### config.mk
export PLATFORM = sky130hd
export DESIGN_NAME = wmks_floor_div
export DESIGN_NICKNAME = d
export VERILOG_FILES = /design/src/sv/wmks_pkg.sv /design/src/sv/wmks_floor_div.sv
export SDC_FILE = /design/constraint.sdc
export NUM_CORES = 1
export LEC_CHECK = 0
export BUFFER_PORTS_ARGS = -buffer_cell sky130_fd_sc_hd__buf_4
export CAP_MARGIN = 10
export CORE_ASPECT_RATIO = 1.4
export CORE_UTILIZATION = 35
export CTS_CLUSTER_DIAMETER = 40
export DETAILED_ROUTE_END_ITERATION = 10
export PLACE_DENSITY = 0.55
export SLEW_MARGIN = 20
export SYNTH_ARGS = -nofsm -noshare
export SYNTH_HDL_FRONTEND = slang
export SYNTH_SLANG_ARGS = --single-unit
### constraint.sdc
create_clock -name clk_i -period 3.4 [get_ports clk_i]
set_input_delay 0.34 -clock clk_i [delete_from_list [all_inputs] [get_ports clk_i]]
set_output_delay 0.34 -clock clk_i [all_outputs]
set_load 0.1 [all_outputs]
### src/sv/wmks_pkg.sv
// Package: shared types and constants for the weighted merged k-th select block.
`timescale 1ns / 1ps
package wmks_pkg;
  localparam int unsigned FirstDepthDef  = 1024;
  localparam int unsigned SecondDepthDef = 1024;
  localparam int unsigned ValW   = 31;
  localparam int unsigned CntW   = 31;
  localparam int unsigned LenW   = 11;
  localparam int unsigned ScaleW = 30;
  localparam logic signed [ValW-1:0] SearchLow  = -31'sd1000000000;
  localparam logic signed [ValW-1:0] SearchHigh = 31'sd1000000000;

  typedef enum logic [1:0] {
    REQ_LOAD_FIRST  = 2'd0,
    REQ_LOAD_SECOND = 2'd1,
    REQ_QUERY       = 2'd2,
    REQ_NONE        = 2'd3
  } req_type_e;

  localparam logic CfgFirstLen  = 1'b0;
  localparam logic CfgSecondLen = 1'b1;

  // Division unit status toward the sequencer.
  typedef struct packed {
    logic busy;
    logic done;
  } div_stat_t;
endpackage

### src/sv/wmks_floor_div.sv
// Floor division of a signed numerator by a positive divisor, one bit per cycle.
`timescale 1ns / 1ps
module wmks_floor_div (
  input  logic                                  clk_i,
  input  logic                                  rst_ni,
  input  logic                                  start_i,
  input  logic signed [32:0]                    num_i,
  input  logic [wmks_pkg::ScaleW-1:0]           den_i,
  output logic signed [33:0]                    quo_o,
  output wmks_pkg::div_stat_t                   stat_o
);
  import wmks_pkg::*;

  localparam int unsigned NW = 33;

  logic [NW-1:0]     mag_q, mag_d;
  logic [ScaleW:0]   rem_q, rem_d;
  logic [ScaleW-1:0] den_q, den_d;
  logic              neg_q, neg_d;
  logic [5:0]        cnt_q, cnt_d;
  logic              busy_q, busy_d, done_q, done_d;
  logic [ScaleW:0]   shifted;
  logic              ge;
  logic              rem_nz;
  logic signed [33:0] q_ext;

  always_comb begin
    shifted = {rem_q[ScaleW-1:0], mag_q[NW-1]};
    ge      = shifted >= {1'b0, den_q};
    rem_nz  = (rem_q != '0);
    q_ext   = $signed({1'b0, mag_q});
    mag_d = mag_q; rem_d = rem_q; den_d = den_q; neg_d = neg_q;
    cnt_d = cnt_q; busy_d = busy_q; done_d = 1'b0;
    if (start_i) begin
      neg_d  = num_i[32];
      mag_d  = num_i[32] ? NW'(-num_i) : NW'(num_i);
      rem_d  = '0;
      den_d  = den_i;
      cnt_d  = 6'(NW);
      busy_d = 1'b1;
    end else if (busy_q) begin
      rem_d = ge ? shifted - {1'b0, den_q} : shifted;
      mag_d = {mag_q[NW-2:0], ge};
      cnt_d = cnt_q - 6'd1;
      if (cnt_q == 6'd1) begin
        busy_d = 1'b0;
        done_d = 1'b1;
      end
    end
  end

  // Negative numerator: floor = -(q) - 1 when remainder is nonzero.
  assign quo_o = neg_q ? (rem_nz ? -q_ext - 34'sd1 : -q_ext) : q_ext;
  assign stat_o = '{busy: busy_q, done: done_q};

  always_ff @(posedge clk_i or negedge rst_ni) begin
    if (!rst_ni) begin
      busy_q <= 1'b0;
      done_q <= 1'b0;
      cnt_q  <= '0;
    end else begin
      busy_q <= busy_d;
      done_q <= done_d;
      cnt_q  <= cnt_d;
    end
  end

  always_ff @(posedge clk_i) begin
    mag_q <= mag_d;
    rem_q <= rem_d;
    den_q <= den_d;
    neg_q <= neg_d;
  end

  a_done_pulse: assert property (@(posedge clk_i) disable iff (!rst_ni)
    done_q |=> !done_q) else $error("divider done held");
  a_busy_done: assert property (@(posedge clk_i) disable iff (!rst_ni)
    done_q |-> !busy_q) else $error("divider done while busy");
  a_start_busy: assert property (@(posedge clk_i) disable iff (!rst_ni)
    start_i |=> busy_q) else $error("divider did not start");
endmodule

---- After elaboration in Yosys (flattened, before gate mapping) ----
Index checks and enable logic that the tools add are counted.
storage, ports and cells
  output and inout bits ................... 36
  word-level logic and storage cells ...... 30
  register bits ........................... 103
operators by class
  add/subtract/negate cells ............... 5
  multiplexer cells ....................... 14
  reduce and logical (&&, ||, !) cells .... 2
  order comparisons ....................... 1
  equal/unequal tests ..................... 1
operator list
  operator                                             number
  two-way mux 33 bit                                   3
  two-way mux 34 bit                                   2
  negator 33 -> 34 bit                                 1
  subtractor 34 x 2 -> 34 bit, second input constant   1
  negator 33 bit                                       1
  greater-or-equal comparator 31 x 30 -> 1 bit         1
  two-way mux 31 bit                                   1
  nonzero test 31 bit                                  1
  subtractor 31 x 30 -> 31 bit                         1
  two-way mux 6 bit                                    2
  equality test 6 x 1 -> 1 bit, second input constant  1
  two-way mux 1 bit                                    6
  subtractor 6 x 1 -> 6 bit, second input constant     1
  nonzero test 2 bit                                   1

---- Logic depth before layout (Yosys ltp) ----
Gate-level depths: netlist (run 1).
  word-level depth ........................ 4
  mapped depth ............................ 15
  mapped depth without buffers ............ 12

---- Least setup slack after synthesis (run 1) ----
No wires, ideal clock.
  kind .................................... register to output
  start ................................... register mag_q[0]
  end ..................................... output port quo_o[30]
  buffers on the path ..................... 2
  required time ........................... 3.060 ns
  path slack .............................. -1.397 ns
  stages on the path, launching flop included .. 14
  arrival ................................. 4.457 ns
  cell sequence ........................... edfxtp_1 > clkbuf_1 > inv_1 > ha_1 > nor2b_1 > clkbuf_1 > nand3_1 > or3_1 > or3_1 > a221oi_2 > nand4_1 > xor2_1 > nand2_1 > xnor2_1
on the way
  cells in the longest elaborated chain, start to end .. 4
RTL lines
  item                                 RTL line              RTL
  from (decl)                          wmks_floor_div.sv:16  logic [NW-1:0] mag_q, mag_d;
  from (signal assigned)               wmks_floor_div.sv:69  mag_q <= mag_d;
  negator 33 -> 34 bit (*)             wmks_floor_div.sv:53  assign quo_o = neg_q ? (rem_nz ? -q_ext - 34'sd1 : -q_ext) : q_ext;
  subtractor 34 x 2 -> 34 bit          wmks_floor_div.sv:53
  two-way mux 34 bit (*) (2 in a row)  wmks_floor_div.sv:53
  to (decl)                            wmks_floor_div.sv:9   output logic signed [33:0] quo_o,
Mark *: on every way between the ends. The rest lies on a longest branch, timed or not.

---- Worst setup path in the final report (run 1) ----
  start ................................... register mag_q[6]
  end ..................................... output port quo_o[31]
The elaborated chain is that of the path after synthesis.

==> flow_metrics.py, run 1 <==
metrics = {
    "yosys": {
        "synth_area_leaders": "edfxtp_1 (23%), dfxtp_1 (7.5%), xnor2_1 (5.9%), nor2_1 (5.7%), xor2_1 (5.6%)",
        "ys_seq_elements": 103,
        "synth_edf_count": 64,
        "synth_compound_area_share_pct": 19.9,
        "synthCells": 1012,
        "syn_avg_cell_area_sq_um": 8.18,
        "synth_cell_types": 71,
        "syn_nets": 1113,
        "yosysSeqAreaShare_pct": 33.1,
        "synthAdderAreaFrac_pct": 5.38,
        "netlist_area_sq_mm": 0.00828,
        "synth.largest_area_cell": "edfxtp_1",
        "synthArstFlopShare_pct": 7.77,
        "synth_top_cell_area_share_pct": 23.2,
        "synth_xor_area_share_pct": 11.5,
        "synthSimpleGateAreaFrac_pct": 23.5,
        "synth-main-ff-cell": "edfxtp_1",
        "synth.area.mux_share_pct": 1.51,
        "synth_top_family_by_area": "simple AND/OR/NAND/NOR gates",
        "synth_warnings": 0,
    },
    "clock_network": {
        "clk_pin_slew_ps": 80,
        "numClockSinks": 103,
        "max-clock-path-buffers": 2,
        "cts_tree": "yes",
        "root_buffer": "clkbuf_16",
        "h-tree-depth": 3,
        "cts_made_buffers": 9,
        "clock_latency_ps": 360,
    },
    "sta": {
        "rsz0062_at_grt": "yes",
        "max_freq_ghz": 0.260,
        "final_max_slew_viol_count": 0,
        "whs_ps": 148,
        "setup_viol": 22,
        "tns_ps": -6710,
        "fin_ws_ps": -445,
        "worst_pin_slew_ps": 842,
        "hold_violations": 0,
        "post-route-period-util_pct": 113,
        "skew_ps": 11.3,
        "slew_headroom_pct": 43.9,
        "period_minus_slack_ps": 3850,
    },
    "detailed_routing": {
        "num_vias": 8069,
        "via_per_inst": 5.31,
        "drtIter0Drc": 257,
        "ant_nets": 0,
        "drc": 0,
        "first_pass_iters": 6,
        "wirelength_um": 24800,
        "wl_per_cell_um": 16.3,
    },
    "power": {
        "p_clk_share_pct": 14.8,
        "p_switching_w": 0.00325,
        "internal_power_w": 0.00359,
        "power_density_mw_per_mm2": 573,
        "vdd_drop_max_v": 0.000378,
        "netSwitchingFraction_pct": 47.5,
        "seqPwrFrac_pct": 25.7,
        "p_leak_nw": 5.03,
        "comb_power_share_pct": 59.5,
    },
    "layout": {
        "area_delta_synth_final_pct": 44.3,
        "num_antenna_cells": 0,
        "nFillCells": 2185,
        "nets": 1311,
        "drive_above_1_share_pct": 33.2,
    },
    "floorplan": {
        "fp.dieW_um": 132,
        "io_pins": 102,
        "core_area_sq_mm": 0.0232,
        "fp-row-count": 66,
        "die-area_sq_mm": 0.0243,
        "start_util_pct": 35.7,
        "die_y_um": 184,
    },
    "worst_setup_path": {
        "crit_required_ps": 3060,
        "startpoint_type": "register",
        "criticalPathCategory": "register to output pin",
        "end_kind": "output pin",
        "cp_max_fo": 2,
        "critPathArrivalTime_ps": 3510,
    },
    "worst_hold_path": {
        "hold_class": "primary input to register",
    },
    "global_route": {
        "overflow": 0,
        "grt.total_usage_pct": 20.7,
        "grt_pass1_vias": 7894,
        "grt_max_degree": 84,
        "grt_pass1_wl_um": 39900,
        "antenna_found_initial": 0,
    },
    "run_status": {
        "failed_checks": "negative setup slack",
        "status": "finished, violations left",
    },
    "place": {
        "hpwl_um": 19100,
        "portBuffers": 101,
        "place_congestion": 0.887,
    },
    "flow_run": {
        "drv_cap": 0,
    },
}
[synth_stat cells (31+ instances only)]
cell        n
o21ai_0    50
dfxtp_1    31
xor2_1     53
inv_1      46
ha_1       34
xnor2_1    56
edfxtp_1   64
nand2_1    76
nor2_1    125
clkbuf_1   46
a21oi_1    91
[worst max-delay path: stages (launching register included)]
cell and delay [ps]:
edfxtp_1 440, nor4_4 350, nand4_1 200, or3_4 420
or4_4 510, a21oi_4 180, o21ai_2 90, or4_4 490
nand3_2 130, xnor2_4 130, buf_12 190
[repair_timing]
item	CTS	global route
hold buffers	1	0
setup buffers	15	3
resized for setup	143	45
endpoints found under the hold margin	8	0
cloned	1	0
pin swaps	47	30
setup endpoints to repair	25	27
[layer usage]
metal  global-route usage (%)  wire length [um]  vias to the layer above
li1                         -                 -                     4074
met4                     8.37               819                        0
met1                     22.3              9730                     3802
met5                        0                 0                        -
met2                     40.8             13600                      148
met3                     2.15               602                       45
[layout make-up]
cell class	count	area [sq um]	share of cell area, %
Clock inverter	7	55.1	0.461
Tap cell	306	383	3.21
Sequential cell	103	2740	23.0
Clock buffer	9	225	1.89
Inverter	46	175	1.47
Timing Repair Buffer	248	2260	18.9
Multi-Input combinational cell	802	6100	51.1
[worst paths after layout]
| kind | start | to | slack (ps) | depth (start not counted) |
|---|---|---|---|---|
| min in group asynchronous | rst_ni | busy_q | 320 | 2 |
| worst min-delay path | den_i[0] | den_q[0] | 150 | 1 |
| worst max register to register | den_q[0] | rem_q[30] | 320 | 11 |
| max in group asynchronous | rst_ni | cnt_q[5] | 2940 | 2 |
| worst min register to register | rem_q[30] | rem_q[30] | 510 | 2 |
| worst max-delay path | mag_q[6] | quo_o[31] | -450 | 10 |
[kinds of logic (layout without fill, tap and decap cells)]
kind of cell / count (synthesis) / after routing
AO/OA/AOI/OAI: 260 / 260
adder cells (fa/ha/maj): 35 / 35
AND/OR/NAND/NOR: 386 / 386
multiplexers: 12 / 12
buffers and inverters: 107 / 310
XOR/XNOR: 109 / 109
flip-flops: 103 / 103
[cells in the final DEF (no fill, tap or decap), drive strengths merged, types with 7 or more instances in the layout]
master	count
o31ai	16
o21a	7
nor4	29
buf	246
nor3	30
ha	34
nor2b	8
edfxtp	64
nand3	26
a31oi	9
nand2b	11
dfxtp	31
a21oi	91
a211oi	25
or3	21
and2	8
clkbuf	9
o21ai	52
mux2i	8
nand2	76
nand4	20
or4	11
a21o	14
and3	8
xor2	53
xnor2	56
inv	49
nor2	126
dfrtp	8
[flip-flops by register name (all words and copies together), names as in the netlist]
register  flops
rem_q        31
neg_q         1
den_q        30
mag_q        33
done_q        1
cnt_q         6
busy_q        1
[power groups by stage]
stage	Sequential, W	Clock, W	Combinational, W
6_report	0.00176	0.00101	0.00407
5_1_grt	0.00179	0.00109	0.00434
4_1_cts	0.00176	0.00104	0.00402
3_5_place_dp	0.00178	0	0.00370
3_3_place_gp	0.00178	0	0.00369
2_1_floorplan	0.00175	0	0.00276
[stage by stage]
step / total power [W] / cell area [sq um] / utilization [%] / std cells / setup WS, ps
final: 0.00684 / 11900 / 51.5 / 1521 / -445
after global routing: 0.00721 / 11900 / 51.5 / 1521 / -610
after CTS: 0.00682 / 11700 / 50.6 / 1520 / -472
after detailed placement: 0.00549 / 10700 / 46.1 / 1487 / -272
after global placement: 0.00547 / 10700 / 46.1 / 1487 / -285
after floorplan: 0.00452 / 8830 / - / 1012 / -232
(Power assumes the default switching activity.)
==> inputs of run 2 (changes only) <==
--- a/config.mk
+++ b/config.mk
@@ -5,13 +5,16 @@
 export SDC_FILE = /design/constraint.sdc
 export NUM_CORES = 1
 export LEC_CHECK = 0
+export ABC_CLOCK_PERIOD_IN_PS = 3400
 export BUFFER_PORTS_ARGS = -buffer_cell sky130_fd_sc_hd__buf_4
 export CAP_MARGIN = 10
 export CORE_ASPECT_RATIO = 1.4
 export CORE_UTILIZATION = 35
 export CTS_CLUSTER_DIAMETER = 40
+export CTS_CLUSTER_SIZE = 16
 export DETAILED_ROUTE_END_ITERATION = 10
 export PLACE_DENSITY = 0.55
+export SKIP_LAST_GASP = 1
 export SLEW_MARGIN = 20
 export SYNTH_ARGS = -nofsm -noshare
 export SYNTH_HDL_FRONTEND = slang
==> flow_metrics.py, run 2 (same netlist as run 1, synthesis figures left out) <==
metrics = {
    "layout": {
        "nFillCells": 2208,
        "top_regs": "mag_q (33), rem_q (31), den_q (30)",
        "most-common-layout-cells": "buf_4 (204), nor2_1 (120), a21oi_1 (87)",
        "final-instance-count-excl-fill": 1522,
        "area_delta_synth_final_pct": 43.1,
        "nets": 1312,
        "layout_commonest_cell": "buf_4",
        "largest_reg_flops": 33,
        "drive_above_1_share_pct": 32.2,
        "regMostFlops": "mag_q",
        "num_antenna_cells": 0,
        "final_cell_area_sq_mm": 0.0118,
    },
    "floorplan": {
        "die-area_sq_mm": 0.0243,
        "core_area_sq_mm": 0.0232,
        "start_util_pct": 35.7,
        "io_pins": 102,
        "fp.dieW_um": 132,
        "fp-row-count": 66,
        "die_y_um": 184,
    },
    "worst_setup_path": {
        "r2r_start": "den_q[0]",
        "crit_required_ps": 3060,
        "end_kind": "output pin",
        "crit_start": "mag_q[6]",
        "startpoint_type": "register",
        "cp_max_fo": 5,
        "reg2reg_slack_ps": 320,
        "criticalPathCategory": "register to output pin",
        "critPathArrivalTime_ps": 3530,
    },
    "global_route": {
        "overflow": 0,
        "grt_pass1_wl_um": 39800,
        "grt.total_usage_pct": 20.6,
        "antenna_found_initial": 0,
        "grt_pass1_vias": 7883,
        "grt_max_degree": 84,
    },
    "detailed_routing": {
        "via_per_inst": 5.28,
        "num_vias": 8036,
        "drtIter0Drc": 299,
        "wl_per_cell_um": 16.1,
        "ant_nets": 0,
        "first_pass_iters": 5,
        "wirelength_um": 24500,
        "drc": 0,
    },
    "power": {
        "vdd_drop_max_v": 0.000377,
        "internal_power_w": 0.00359,
        "power_density_mw_per_mm2": 576,
        "netSwitchingFraction_pct": 47.4,
        "seqPwrFrac_pct": 25.7,
        "p_clk_share_pct": 14.8,
        "p_leak_nw": 5.01,
        "p_switching_w": 0.00323,
        "comb_power_share_pct": 59.5,
    },
    "sta": {
        "final_max_slew_viol_count": 0,
        "max_freq_ghz": 0.259,
        "rsz0062_at_grt": "yes",
        "slew_headroom_pct": 44.6,
        "worst_pin_slew_ps": 831,
        "period_minus_slack_ps": 3870,
        "skew_ps": 10.9,
        "setup_viol": 22,
        "post-route-period-util_pct": 114,
        "fin_ws_ps": -468,
        "hold_violations": 0,
    },
    "run_status": {
        "failed_checks": "negative setup slack",
        "status": "finished, violations left",
    },
    "place": {
        "placed_cell_area_sq_mm": 0.0107,
        "hpwl_um": 19100,
        "portBuffers": 101,
        "place_congestion": 0.887,
        "place_inst": 1487,
        "pre_cts_slack_ps": -272,
    },
    "clock_network": {
        "max-clock-path-buffers": 2,
        "h-tree-depth": 3,
        "root_buffer": "clkbuf_16",
        "cts_made_buffers": 9,
        "clk_pin_slew_ps": 80,
        "cts_tree": "yes",
        "clock_latency_ps": 360,
        "numClockSinks": 103,
    },
    "worst_hold_path": {
        "min_from": "den_i[0]",
        "hold_class": "primary input to register",
    },
    "flow_run": {
        "drv_cap": 0,
    },
}
[run 2: path summary, 6_finish.rpt]
check                           depth (start not counted)         to
worst max-delay path                                   11  quo_o[29]
worst min-delay path                                    1   den_q[0]
worst max register to register                         11  rem_q[30]
worst min register to register                          2  rem_q[30]
max in group asynchronous                               2   cnt_q[5]
min in group asynchronous                               2     busy_q
[run 2: stage by stage]
| step | TNS, ps | power [W] | utilization (%) | hold WS [ps] |
|---|---|---|---|---|
| after floorplan | -1570 | 0.00452 | - | 44.4 |
| after global placement | -2880 | 0.00547 | 46.1 | 167 |
| after detailed placement | -2930 | 0.00549 | 46.1 | 165 |
| after CTS | -6620 | 0.00681 | 50.3 | 140 |
| after global routing | -10170 | 0.00720 | 51.0 | 140 |
| final | -6660 | 0.00682 | 51.0 | 149 |
[run 2: power groups by stage]
stage          logic, W  registers [W]  clock network, W
2_1_floorplan   0.00276        0.00175                 0
3_3_place_gp    0.00369        0.00178                 0
3_5_place_dp    0.00370        0.00178                 0
4_1_cts         0.00401        0.00176           0.00104
5_1_grt         0.00433        0.00178           0.00109
6_report        0.00406        0.00175           0.00101
[run 2: area by class of cell]
cell class / instances / area [sq um] / share of cell area [%]
multi-input cells: 802 / 6010 / 50.7
clock inverters: 7 / 55.1 / 0.465
clock buffers: 9 / 225 / 1.90
inverters: 46 / 175 / 1.48
well taps: 306 / 383 / 3.23
flip-flops and latches: 103 / 2740 / 23.2
repair buffers: 249 / 2250 / 19.0
[run 2: per-layer routing]
layer / share of wire (%) / wire (um) / GRT usage, % / vias up
li1: - / - / - / 4074
met1: 40 / 9750 / 22.3 / 3800
met4: 2.9 / 724 / 8.37 / 0
met2: 55 / 13500 / 40.5 / 123
met3: 2.2 / 532 / 2.15 / 39
met5: 0 / 0 / 0 / -
[run 2: critical path, stage by stage, from the launching register on]
cell      delay [ps]
edfxtp_1         440
nor4_4           350
nand4_1          210
or3_4            420
or4_4            510
a21oi_4          180
o21ai_2           90
buf_6            150
or3_4            360
nand3_2          130
xnor2_4          140
buf_12           190
[run 2: repair_timing]
item	4_1_cts	5_1_grt
hold buffers	1	0
pin swaps	47	20
endpoints found under the setup margin	25	28
cloned	1	0
setup buffers	15	3
hold endpoints to repair	8	0
resized for setup	131	35
==> inputs of run 3 (changes only) <==
--- a/config.mk
+++ b/config.mk
@@ -14,6 +14,7 @@
 export CTS_CLUSTER_SIZE = 16
 export DETAILED_ROUTE_END_ITERATION = 10
 export PLACE_DENSITY = 0.55
+export RECOVER_POWER = 25
 export SKIP_LAST_GASP = 1
 export SLEW_MARGIN = 20
 export SYNTH_ARGS = -nofsm -noshare
==> flow_metrics.py, run 3 (same netlist as run 1, synthesis figures left out) <==
metrics = {
    "worst_hold_path": {
        "hold_path_end": "den_q[0]",
        "min_from": "den_i[0]",
        "hold_depth": 1,
        "hold_class": "primary input to register",
    },
    "floorplan": {
        "start_util_pct": 35.7,
        "fp.dieW_um": 132,
        "die-area_sq_mm": 0.0243,
        "io_pins": 102,
        "die_y_um": 184,
        "fp-row-count": 66,
        "core_area_sq_mm": 0.0232,
    },
    "worst_setup_path": {
        "startpoint_type": "register",
        "cp_max_fo": 5,
        "end_kind": "output pin",
        "r2r_start": "den_q[0]",
        "reg2reg_depth": 11,
        "crit_required_ps": 3060,
        "criticalPathCategory": "register to output pin",
        "reg2reg_slack_ps": 290,
        "reg2reg_to": "rem_q[30]",
        "critPathArrivalTime_ps": 3530,
        "crit_start": "mag_q[6]",
    },
    "run_status": {
        "status": "finished, violations left",
        "failed_checks": "max-capacitance violations, max-slew violations, negative setup slack",
    },
    "clock_network": {
        "cts_tree": "yes",
        "h-tree-depth": 3,
        "root_buffer": "clkbuf_16",
        "clk_pin_slew_ps": 80,
        "numClockSinks": 103,
        "cts_made_buffers": 9,
        "clock_latency_ps": 360,
        "max-clock-path-buffers": 2,
    },
    "place": {
        "portBuffers": 101,
        "placed_cell_area_sq_mm": 0.0107,
        "pre_cts_slack_ps": -272,
        "hpwl_um": 19100,
        "place_congestion": 0.887,
    },
    "global_route": {
        "grt_pass1_vias": 7883,
        "overflow": 0,
        "antenna_found_initial": 0,
        "grt.total_usage_pct": 20.6,
        "grt_max_degree": 84,
        "grt_pass1_wl_um": 39800,
    },
    "power": {
        "netSwitchingFraction_pct": 47.4,
        "internal_power_w": 0.00358,
        "seqPwrFrac_pct": 25.8,
        "finalPower_w": 0.00681,
        "power_density_mw_per_mm2": 576,
        "p_clk_share_pct": 14.7,
        "p_switching_w": 0.00323,
        "vdd_drop_max_v": 0.000377,
        "comb_power_share_pct": 59.5,
        "p_leak_nw": 4.99,
    },
    "sta": {
        "fin_ws_ps": -467,
        "whs_ps": 170,
        "post-route-period-util_pct": 114,
        "hold_violations": 0,
        "setup_viol": 22,
        "skew_ps": 11.0,
        "final_max_slew_viol_count": 84,
        "slew_headroom_pct": -9.38,
        "worst_pin_slew_ps": 1640,
        "period_minus_slack_ps": 3870,
        "rsz0062_at_grt": "yes",
        "max_freq_ghz": 0.259,
    },
    "layout": {
        "area_delta_synth_final_pct": 43.0,
        "nets": 1312,
        "most-common-layout-cells": "buf_4 (170), nor2_1 (120), a21oi_1 (87)",
        "top_regs": "mag_q (33), rem_q (31), den_q (30)",
        "regMostFlops": "mag_q",
        "layout_commonest_cell": "buf_4",
        "largest_reg_flops": 33,
        "final_cell_area_sq_mm": 0.0118,
        "num_antenna_cells": 0,
        "drive_above_1_share_pct": 31.9,
    },
    "detailed_routing": {
        "drc": 0,
        "via_per_inst": 5.27,
        "drtIter0Drc": 287,
        "first_pass_iters": 6,
        "wl_per_cell_um": 16.1,
        "wirelength_um": 24500,
        "num_vias": 8027,
        "ant_nets": 0,
    },
    "flow_run": {
        "drv_cap": 1,
    },
}
## run 3: layer usage
layer / track usage, % / vias up / part of all wire, %
met3: 2.15 / 39 / 2.2
li1: - / 4072 / -
met5: 0 / - / 0
met1: 22.3 / 3788 / 40
met2: 40.5 / 128 / 55
met4: 8.37 / 0 / 3.0
## run 3: worst max-delay path by stage
stage	to	slack, ps	cells after the start
global placement	quo_o[31]	-290	10
global route	quo_o[33]	-590	14
detailed placement	quo_o[31]	-270	10
CTS	quo_o[29]	-480	11
finish	quo_o[29]	-470	11
floorplan	quo_o[31]	-230	12
## run 3: final cells by class
class	count	area, sq um
Fill cell	2210	11400
Multi-Input combinational cell	802	6010
Sequential cell	103	2740
Timing Repair Buffer	249	2240
Tap cell	306	383
Clock buffer	9	225
Inverter	46	175
Clock inverter	7	55.1
## run 3: what timing repair did
item                                    CTS  global route
hold buffers                              1             0
pin swaps                                47            20
buffers inserted                         15             3
resized for setup                       131            35
gates cloned                              1             0
endpoints found under the hold margin     8             0
endpoints found under the setup margin   25            28
## run 3: stage by stage
| stage | TNS, ps | utilization, % | instances |
|---|---|---|---|
| 4_1_cts | -6620 | 50.3 | 1520 |
| 5_1_grt | -10170 | 51.0 | 1522 |
| 3_5_place_dp | -2930 | 46.1 | 1487 |
| 6_report | -6720 | 51.0 | 1522 |
| 2_1_floorplan | -1570 | - | 1012 |
| 3_3_place_gp | -2880 | 46.1 | 1487 |
## run 3: critical path, stage by stage, from the launching register on
cell and delay, ps:
edfxtp_1 440, nor4_4 350, nand4_1 200, or3_4 420, or4_4 510, a21oi_4 180
o21ai_2 90, buf_6 150, or3_4 360, nand3_2 130, xnor2_4 140, buf_12 190
## run 3: power groups by stage
stage                     sequential (W)  combinational, W  clock [W]
after floorplan                  0.00175           0.00276          0
after global placement           0.00178           0.00369          0
after detailed placement         0.00178           0.00370          0
after CTS                        0.00176           0.00401    0.00104
after global routing             0.00178           0.00433    0.00109
final                            0.00175           0.00405    0.00100
